--- src/rtl/core/gvlf_div.sv ---
// radix-4 restoring divider, 64 by 32 bits
`default_nettype none
module gvlf_div (
  input  wire logic        clk_i,
  input  wire logic        rst_ni,
  input  wire logic        start_i,
  input  wire logic [63:0] dividend_i,
  input  wire logic [31:0] divisor_i,
  output logic             busy_o,
  output logic [63:0]      quotient_o
);

  logic        busy_q;
  logic [4:0]  cnt_q;
  logic [63:0] num_q;
  logic [31:0] rem_q;
  logic [31:0] den_q;

  logic [32:0] r1, r1s, r2, r2s;
  logic        ge1, ge2;

  always_comb begin
    r1  = {rem_q, num_q[63]};
    ge1 = r1 >= {1'b0, den_q};
    r1s = ge1 ? (r1 - {1'b0, den_q}) : r1;
    r2  = {r1s[31:0], num_q[62]};
    ge2 = r2 >= {1'b0, den_q};
    r2s = ge2 ? (r2 - {1'b0, den_q}) : r2;
  end

  always_ff @(posedge clk_i or negedge rst_ni) begin
    if (!rst_ni) begin
      busy_q <= 1'b0;
      cnt_q  <= '0;
    end else if (start_i) begin
      busy_q <= 1'b1;
      cnt_q  <= '0;
    end else if (busy_q) begin
      cnt_q <= cnt_q + 5'd1;
      if (cnt_q == 5'd31) begin
        busy_q <= 1'b0;
      end
    end
  end

  always_ff @(posedge clk_i) begin
    if (start_i) begin
      num_q <= dividend_i;
      rem_q <= '0;
      den_q <= divisor_i;
    end else if (busy_q) begin
      num_q <= {num_q[61:0], ge1, ge2};
      rem_q <= r2s[31:0];
    end
  end

  assign busy_o     = busy_q;
  assign quotient_o = num_q;

endmodule
`default_nettype wire

--- config.mk ---
export PLATFORM = sky130hd
export DESIGN_NAME = gvlf_div
export DESIGN_NICKNAME = d
export VERILOG_FILES = /design/src/rtl/core/gvlf_div.sv
export SDC_FILE = /design/constraint.sdc
export NUM_CORES = 1
export LEC_CHECK = 0
export ABC_AREA = 1
export BUFFER_PORTS_ARGS = -buffer_cell sky130_fd_sc_hd__buf_4
export CAP_MARGIN = 0
export CORE_MARGIN = 1.5
export CORE_UTILIZATION = 40
export CTS_CLUSTER_DIAMETER = 100
export DETAILED_ROUTE_END_ITERATION = 10
export GPL_ROUTABILITY_DRIVEN = 0
export SYNTH_ARGS = -nofsm -noshare
export SYNTH_HDL_FRONTEND = slang
export SYNTH_SLANG_ARGS = --single-unit
--- constraint.sdc ---
create_clock -name clk_i -period 8.4 [get_ports clk_i]
set_clock_uncertainty 0.05 [all_clocks]
set_input_delay 0.84 -clock clk_i [delete_from_list [all_inputs] [get_ports clk_i]]
set_output_delay 0.84 -clock clk_i [all_outputs]
set_load 0.01 [all_outputs]
* Word level (Yosys, flattened, before mapping) *
Cells that the tools add are included.

operators by class
  add/sub/neg operators = 3
  $lt $le $gt $ge = 2
  equal/unequal tests = 1
  multiplexer cells = 9
  reductions and logical operators = 1

operators with widths
  cell                                                            number
  64-bit 2-to-1 mux                                               2
  33-bit by 32-bit >= comparator with 1-bit output                2
  32-bit 2-to-1 mux                                               2
  32-bit subtractor                                               2
  5-bit 2-to-1 mux                                                2
  5-bit by 1-bit adder with 5-bit output (second input constant)  1
  5-bit == test (second input constant)                           1
  1-bit 2-to-1 mux                                                3
  2-bit nonzero test                                              1

word-level totals
  register bits = 134
  input bits = 99
  output and inout port bits = 65
  word-level logic and storage cells = 21

* Logic depth before layout (Yosys ltp) *
Gate-level depths: netlist of run 1.

  word-level depth = 5
  mapped depth = 34
  mapped depth without buffers = 33

* Least setup slack after synthesis of run 1 *
OpenSTA, ideal clock, no wires.

  path kind = register to register
  start = register den_q[24]
  end = register num_q[0] (netlist: quotient_o[0]) (data pin)
  library setup time = 0.253 ns
  arrival time = 3.403 ns
  data required time = 8.097 ns
  path slack = 4.694 ns
  stages on the path, launching flop included = 23
  path buffers = 2
  clock period less this slack = 3.706 ns
  path through = edfxtp_1 inv_1 ha_1 nand2_1 inv_1 a21oi_1 a21oi_1 nor3b_2 buf_2 nand3_1 nand2_1 inv_1 ha_1 a21o_1 a31oi_1 o21ai_0 a21oi_1 nand2_1 nand2_1 nand3_4 buf_6 nand2_1 nand2_1

between the ends
  cells in the longest elaborated chain, start to end = 5
  elaborated cells on any way between the ends = 6
  those cells by class = add/sub (1); order compare (2); mux (3)

ends and longest elaborated chain
  element                                                                                       line    text
  start: declaration                                                                            17      logic [31:0] den_q;
  start signal: assignment                                                                      50      den_q <= divisor_i;
  32-bit subtractor / 33-bit by 32-bit >= comparator with 1-bit output (equally long branches)  25, 24
  32-bit 2-to-1 mux                                                                             25      r1s = ge1 ? (r1 - {1'b0, den_q}) : r1;
  33-bit by 32-bit >= comparator with 1-bit output (*)                                          27      ge2 = r2 >= {1'b0, den_q};
  64-bit 2-to-1 mux (*)                                                                         51      end else if (busy_q) begin
  64-bit 2-to-1 mux (*)                                                                         47      if (start_i) begin
  end signal: assignment                                                                        48      num_q <= dividend_i;
  end signal: assignment                                                                        52      num_q <= {num_q[61:0], ge1, ge2};
  end: declaration                                                                              15      logic [63:0] num_q;

Every way passes the cells marked *; elsewhere a longest branch is shown, timed or not. The select of a mux whose other input is x is not followed.
A chain may end at the register's enable or synchronous reset.

* Final worst setup path of run 1 *
  start = register den_q[23]
  end = register rem_q[0]

between the ends
  cells in the longest elaborated chain, start to end = 4
  elaborated cells on any way between the ends = 5
  those cells by class = add/sub (1); order compare (2); mux (2)

ends and longest elaborated chain
  element                                                                                       line    text
  32-bit subtractor / 33-bit by 32-bit >= comparator with 1-bit output (equally long branches)  25, 24
  32-bit 2-to-1 mux                                                                             25
  33-bit by 32-bit >= comparator with 1-bit output (*)                                          27
  32-bit 2-to-1 mux (*)                                                                         28      r2s = ge2 ? (r2 - {1'b0, den_q}) : r2;
  end signal: assignment                                                                        53      rem_q <= r2s[31:0];
  end: declaration                                                                              16      logic [31:0] rem_q;

Every way passes the cells marked *; elsewhere a longest branch is shown, timed or not.

==> run summary, run 1 <==
The summed instance area of the synthesized netlist was 10600 µm²; the placement row count was 59. The region available for standard cell placement spans 26100 µm². The min-delay analysis places its worst path in the category in -> async. The quantity of gates resized following cts was 0. The logs give 0 for the count of hold-fix buffers inserted at cts and 420 ps for the insertion delay to the later sink of the worst-skew pair.

The cell count after synthesis is 1599. For the residual DRC count, the log shows 0. sky130_fd_sc_hd__edfxtp_1 takes more of the synthesized area than any other cell. Combinational logic is responsible for 69.4% of the overall power. Data on the critical path arrives at its endpoint at 5990 ps. The clock passes through at most 2 buffers. The number of different library cells in the post-synthesis netlist was 42; the pin slew with the least headroom to its limit was 1060 ps.

Counting cells, the worst reg-to-reg path comes to 24. The tools report the sink count of the clock tree as 134. The tools report the summed negative setup slack over all endpoints as 0 ps.

The fraction of synthesized cell area taken by the top area cell type works out to 27.1%. STA classifies the critical path startpoint as a register. Global routing used 24.9% of the available tracks.

The logs give 10780 for the overall via count from detail_route and 0 for the final global-route overflow total. The area of placed instances is 12100 µm². After layout, the worst path uses 67.6% of the clock period. Dividing total power by cell area gives a power density of 436 nW/µm². The analysis attributes to net switching a power of 2.92 mW.

The number of buffer cells added on primary ports is 163, and the via count of the first global-routing pass is 10198. The die area is 27600 µm². The worst-case IR drop observed on VDD is 0.000193 V.

After legalization and detailed placement, the total HPWL measured 27.0 mm. For the relative slew slack, the log shows 28.9%. Count of inserted antenna diode cells: 0. Setup violations remaining at the end of the flow were counted as 0. The internal power of the cells totals 2.64 mW.

The die is 166 µm tall. The wire length per cell after detailed routing works out to 16.4 µm. The data required time of the worst path was 8710 ps. Clock tree synthesis selected as its root buffer the cell sky130_fd_sc_hd__clkbuf_16.

Yosys attributes the largest share of cell area to sky130_fd_sc_hd__edfxtp_1 27%, sky130_fd_sc_hd__nand2_1 23%, sky130_fd_sc_hd__inv_1 8.6%. The design draws 5.56 mW. Entering global routing, the biggest net connects 95 pins.

The setup check on the worst reg-to-reg path leaves a slack of 2720 ps. The routed wire length is 34.3 mm. On the worst path, the slowest cell contributes a delay of 820 ps.

The number of H-tree levels is 4. The tools report the critical path launch point as den_q[23]$_DFFE_PP_. After layout, the minimum clock period comes to 5680 ps. Once the clock tree was built, the setup fixing pass inserted 0 buffers. For this configuration, the core starts out at a cell density of 40.8%. Counting stages on the worst path, the most repeated cell is sky130_fd_sc_hd__nand2_1.

The layout net count is 1914. Max-cap violations in this run came to 0. Biggest fanout along the worst timing path: 33. The tools report the reg-to-reg critical path startpoint as den_q[23]$_DFFE_PP_. During I/O placement, the number of pins put on the boundary was 164. Derived from the worst setup path, the maximum achievable clock frequency is 0.176 GHz.

Of the total power, registers draw 16.9%. For this block, the initial DRC count from the detailed router was 1043. The first detailed-routing pass ran for 6 iterations. The initial antenna violation count was 0. Synthesis inferred 134 register bits. The clock transition time at the flip-flop clock pins of the worst setup and hold paths works out to 60 ps. Kind of capture point of the worst setup path: a register. The first-pass GRT wire length is 54.6 mm. The worst setup path is of the reg -> reg kind.

The clock network accounts for 13.7% of the total power. Counting the buffers created by CTS gives 17. The max-slew violation count came out at 0. The flow ran to the end, and the final reports show no timing, DRC or antenna violations. Setup repair after global routing left no endpoint under its margin.

The ratio of cells with drive above 1 in the final layout is 12.5%, and the switching share of power is 52.5%. In this run the static leakage power is 6.81 nW. From synthesis to final layout, the design area changed by 19.7%. The share of synthesized area occupied by flip-flops and latches came out at 34.5%.

Capturing point of the worst reg2reg path: rem_q[0]$_SDFFE_PP0P_. The standard cell with the maximum stage delay on the critical path is sky130_fd_sc_hd__nand4_2. The yosys synthesis warning count came out at 0.

The floorplan step set the die width to 166 µm. The number of nets in the synthesized netlist is 1766. The average via count per standard cell came out at 5.15. Walking the worst path, the cells encountered are inv_1 > ha_1 > nand2_1 > inv_1 > a21oi_1 > nand2_1 > a21oi_1 > nand4_2 > nand2_1 > nand2_1 > inv_1 > ha_1 > nand2_1 > nor2_1 > nand2_1 > inv_1 > nand2_1 > inv_1 > a31o_2 > nor2_4 > nand3_4 > nand2_1 > nand3_1 > nand2_1.

Number of hold violations in the final report: 0. A synthesized cell averages 6.65 µm². In this run the remaining antenna-violating nets after routing total 0. After routing the design area is 12700 µm². TritonCTS built the clock tree.
==> worst max-delay path by stage <==
stage | endpoint | slack (ps)
floorplan | quotient_o[0]$_DFFE_PP_ | 4690
global placement | rem_q[24]$_SDFFE_PP0P_ | 2880
detailed placement | quotient_o[0]$_DFFE_PP_ | 2840
CTS | rem_q[0]$_SDFFE_PP0P_ | 2820
global route | rem_q[0]$_SDFFE_PP0P_ | 2230
finish | rem_q[0]$_SDFFE_PP0P_ | 2720
==> placed cells by master (no fill, tap or decap), types with 2 or more instances in the layout <==
cell,netlist,routed
sky130_fd_sc_hd__a21o_1,8,8
sky130_fd_sc_hd__xnor2_1,37,37
sky130_fd_sc_hd__nand2_1,665,665
sky130_fd_sc_hd__fa_1,2,2
sky130_fd_sc_hd__clkinv_4,0,3
sky130_fd_sc_hd__inv_2,5,7
sky130_fd_sc_hd__bufinv_16,0,3
sky130_fd_sc_hd__inv_1,244,242
sky130_fd_sc_hd__a31oi_1,6,6
sky130_fd_sc_hd__o21bai_1,8,8
sky130_fd_sc_hd__a21oi_1,54,54
sky130_fd_sc_hd__dfxtp_1,32,32
sky130_fd_sc_hd__dfrtp_1,6,6
sky130_fd_sc_hd__a21boi_0,2,2
sky130_fd_sc_hd__ha_1,66,66
sky130_fd_sc_hd__clkbuf_16,0,17
sky130_fd_sc_hd__nor2_2,4,6
sky130_fd_sc_hd__nand4_1,44,44
sky130_fd_sc_hd__o21a_1,3,3
sky130_fd_sc_hd__xor2_1,7,7
sky130_fd_sc_hd__clkinv_1,0,3
sky130_fd_sc_hd__nand3b_1,8,8
sky130_fd_sc_hd__o21ai_0,19,19
sky130_fd_sc_hd__nor2_1,97,95
sky130_fd_sc_hd__nor4_1,3,3
sky130_fd_sc_hd__buf_4,0,171
sky130_fd_sc_hd__clkinv_2,0,3
sky130_fd_sc_hd__nor3_1,20,20
sky130_fd_sc_hd__nand3_1,107,107
sky130_fd_sc_hd__edfxtp_1,96,96
==> per-stage QoR <==
| stage | hold slack, ps | util (%) | instances | setup WS [ps] |
|---|---|---|---|---|
| 2_1_floorplan | 399 | - | 1599 | 4690 |
| 3_3_place_gp | 415 | 46.6 | 2063 | 2880 |
| 3_5_place_dp | 416 | 46.6 | 2063 | 2840 |
| 4_1_cts | 150 | 48.9 | 2095 | 2820 |
| 5_1_grt | 150 | 48.9 | 2095 | 2230 |
| 6_report | 163 | 48.9 | 2095 | 2720 |
==> power groups by stage <==
stage | registers, mW | logic (mW) | clock network, mW
6_report | 0.939 | 3.86 | 0.759
5_1_grt | 0.953 | 4.28 | 0.798
4_1_cts | 0.936 | 3.77 | 0.770
3_5_place_dp | 0.946 | 3.74 | 0
3_3_place_gp | 0.947 | 3.73 | 0
2_1_floorplan | 0.937 | 2.81 | 0
==> cells in the mapped netlist, drive strengths merged <==
master,count
a31oi,6
o21ai,20
a31o,1
inv,249
and3,1
o21a,3
and2,1
o211ai,1
a21o,8
nand2,665
nor3b,1
nand3,109
xnor2,37
nor2,102
nand3b,8
a221oi,1
a22o,1
dfxtp,32
dfrtp,6
fa,2
nor3,21
o21bai,9
edfxtp,96
a21oi,54
ha,66
a21boi,2
buf,23
nand4,45
xor2,7
clkbuf,19
nor4,3
==> state kept, by name, indices dropped and copies added, names as in the netlist <==
| signal | cells |
|---|---|
| quotient_o | 64 |
| cnt_q | 5 |
| den_q | 32 |
| rem_q | 32 |
| busy_o | 1 |
==> layer usage <==
layer	track usage (%)	vias to the layer above	wire length [µm]
li1	-	5360	-
met1	34.7	4875	15600
met2	37.3	485	14600
met3	5.91	60	3110
met4	9.20	0	1060
met5	0	-	0
==> critical path: cells and delay by family, from the launching register on <==
family / cells / cell delay (ps)
fa+ha+maj: 2 / 570
flops: 1 / 360
simple gates: 14 / 3570
buf+inv: 5 / 340
compound gates: 3 / 680
==> area by class of cell <==
cell class | count | area (µm²)
repair buffers | 171 | 1280
flip-flops and latches | 134 | 3670
well taps | 335 | 419
multi-input cells | 1174 | 5830
clock inverters | 14 | 159
clock buffers | 18 | 429
fillers | 2701 | 13300
inverters | 249 | 935
==> logic make-up after synthesis <==
| logic type | count (synthesis) | share of synthesized area [%] |
|---|---|---|
| XOR/XNOR | 44 | 3.62 |
| flip-flops | 134 | 34.5 |
| buffers and inverters | 291 | 10.7 |
| AND/OR/NAND/NOR | 956 | 37.3 |
| AO/OA/AOI/OAI | 106 | 5.74 |
| adder cells (fa/ha/maj) | 68 | 8.14 |
No activity file was read; power rests on OpenSTA's default activity.
==> run 2: changes to the inputs <==
- clock period: 8.4 -> 5.6 ns (I/O delays scaled with it)
==> run 2 against run 1 <==
Compared with the run above: flip-flop and latch count stayed put; critical path depth rose by 6; fmax increased by 13%; die area stayed put; power is 49% higher; global-route usage grew 0.16 points; wire length grew 1.0%; non-clock buffer count grew 3; first-iteration DRC count is 8.5% lower; cell area is essentially flat; clock-buffer cell count rose by 1; cell count is 0.19% higher; critical endpoint is now rem_q[28]$_SDFFE_PP0P_; largest power group unchanged.
==> run summary, run 2 (synthesis gave the netlist of run 1 again) <==
Setup repair after global routing left no endpoint under its margin. Setup violations remaining at the end of the flow were counted as 0. Entering global routing, the biggest net connects 67 pins. For the sum of net half-perimeters after detailed placement, the log shows 27.6 mm. Headroom to the max-slew limit came out at 47.1%. The width of the die is 166 µm. The run gives 1 as the initial antenna violation count. The library cells used most frequently in the layout, excluding fill and tap cells, are 665 x sky130_fd_sc_hd__nand2_1, 242 x sky130_fd_sc_hd__inv_1, 173 x sky130_fd_sc_hd__buf_4, 107 x sky130_fd_sc_hd__nand3_1, 96 x sky130_fd_sc_hd__edfxtp_1.

The share of total power dissipated in combinational logic is 70.1%. The total overflow left after global routing is 0. The run gives 26100 µm² as the placeable core region. For the final-layout worst hold slack, the log shows 261 ps. The run gives 2099 as the non-filler instance count after layout. The detail route stage leaves a number of antenna-violating nets equal to 0.

In this run the worst path has a maximum fanout of 21. The first detailed-routing pass took 5 iterations. The logs give 10707 for the overall via count from detail_route and 8.26 mW for the total power draw. For the summed negative setup slack over all endpoints, the log shows 0 ps. The type of the worst min-delay path is in -> reg. Buffers inserted during clock tree synthesis total 17. The tools report the static leakage as 6.81 nW.

The wire length per cell after detailed routing is 16.5 µm. The via count of the first global-routing pass is 10130, and the insertion delay to the later sink of the worst-skew pair is 420 ps. The die span in y came out at 166 µm. Based on the critical path, the design can be clocked at up to 0.199 GHz. Relative to the synthesized area, the layout overhead comes to 19.6%. Net switching is 53.0% of the power. The tools report the data arrival time of the critical path as 5280 ps.

The max-slew violation count was 0; the number of ports placed on the die boundary was 164. Once the clock tree was built, the setup fixing pass inserted 0 buffers. In the final layout, the share of cells above drive strength 1 is 12.6%. Clock-pin slew was measured on the worst setup and hold paths at 60 ps. The layout has 2695 filler cells. Across the run, the number of max-cap violations was 0.

The routed design has 34.7 mm of wire. The cell total after placement was 2065; the average via count per standard cell was 5.10. For the finished layout, the period the worst path requires is 5020 ps. For the sequential group share of total power, the log shows 17.1%. At the pin with the least slew margin, the transition time is 793 ps. The critical setup path kind is reg -> reg. The number of buffer cells added on primary ports was 163.

Internal power comes to 3.88 mW. The switching power of the nets came out at 4.38 mW. The standard cell with the maximum stage delay on the critical path was sky130_fd_sc_hd__o21ai_0. For this run, the slowest stage of the critical path takes 490 ps.

VDD sags by at most 0.000320 V. The worst setup path is launched from a register. The net count of the finished layout is 1917. Clock root buffer: sky130_fd_sc_hd__clkbuf_16. After the first detailed-routing iteration, the DRC count stood at 954. The clock network accounts for 12.8% of the total power.

Leaving out fill and tap cells, the most frequent cell in the layout is sky130_fd_sc_hd__nand2_1. For the number of hold violations in the final report, the log shows 0. The number of H-tree levels was 4; the number of flip-flops under the largest register name was 64.

The die covers 27600 µm². For the worst setup path, the data required time is 5860 ps. TritonCTS built the clock tree.

The flow ran to the end, and the final reports show no timing, DRC or antenna violations. Counting every sink on the clock net gives 134. The total power density per cell area was 649 nW/µm².

For the first-pass GRT wire length, the log shows 54.5 mm. The logs give 0 for the residual DRC count and 2 for the buffer levels on the longest clock path. Global routing used 25.0% of the available tracks. The kind of capture point of the worst setup path is a register. The run gives 59 as the placement row count. The final critical-path share of the clock period came out at 89.6%. For this configuration, the core starts out at a cell density of 40.8%. Most used cell along the critical path: sky130_fd_sc_hd__nand2_1.
-- run 2: stage by stage --
step                      setup WS (ps)  instance area [µm²]  utilization [%]
after floorplan                    1890                10600                -
final                               583                12700             48.8
after global placement              531                12200             46.7
after global routing                129                12700             48.8
after detailed placement            481                12200             46.7
after CTS                           459                12700             48.8
-- run 2: power by group through the flow --
| stage | Sequential, mW | Combinational, mW | Clock, mW |
|---|---|---|---|
| global route | 1.43 | 6.44 | 1.11 |
| CTS | 1.41 | 5.67 | 1.07 |
| finish | 1.41 | 5.79 | 1.05 |
| global placement | 1.42 | 5.64 | 0 |
| detailed placement | 1.42 | 5.64 | 0 |
| floorplan | 1.41 | 4.21 | 0 |
-- run 2: worst max-delay path, delay by kind of cell (launching register included) --
family / cells / cell delay, ps
simple gates: 19 / 2130
compound gates: 3 / 1020
buf+inv: 6 / 780
fa+ha+maj: 2 / 560
flops: 1 / 370
-- run 2: per-layer routing --
metal | vias up | wire length [µm] | GRT usage (%)
met4 | 0 | 760 | 8.11
met1 | 4876 | 15900 | 34.7
li1 | 5375 | - | -
met5 | - | 0 | 0
met3 | 43 | 2900 | 5.96
met2 | 413 | 15100 | 38.3
-- run 2: path summary, 6_finish.rpt --
kind | startpoint | end | slack (ps) | cells after the start
hold / removal | divisor_i[6] | den_q[6]$_DFFE_PP_ | 260 | 1
setup / recovery | den_q[23]$_DFFE_PP_ | rem_q[28]$_SDFFE_PP0P_ | 580 | 30
hold reg to reg | rem_q[11]$_SDFFE_PP0P_ | rem_q[11]$_SDFFE_PP0P_ | 430 | 2
setup reg to reg | den_q[23]$_DFFE_PP_ | rem_q[28]$_SDFFE_PP0P_ | 580 | 30
max in group asynchronous | rst_ni | cnt_q[3]$_DFFE_PN0P_ | 4930 | 2
min in group asynchronous | rst_ni | cnt_q[4]$_DFFE_PN0P_ | 450 | 2
-- run 2: cell type report --
cell class,count,area [µm²],area share (%)
flip-flops and latches,134,3670,28.9
multi-input cells,1174,5840,45.9
diodes,1,2.50,0.0197
clock inverters,13,109,0.856
clock buffers,19,433,3.40
repair buffers,174,1310,10.3
inverters,249,935,7.35
well taps,335,419,3.29
-- run 2: what timing repair did --
action,CTS,global route
hold endpoints to repair,6,0
hold buffers,1,0
endpoints found under the setup margin,0,1
resized for setup,0,1
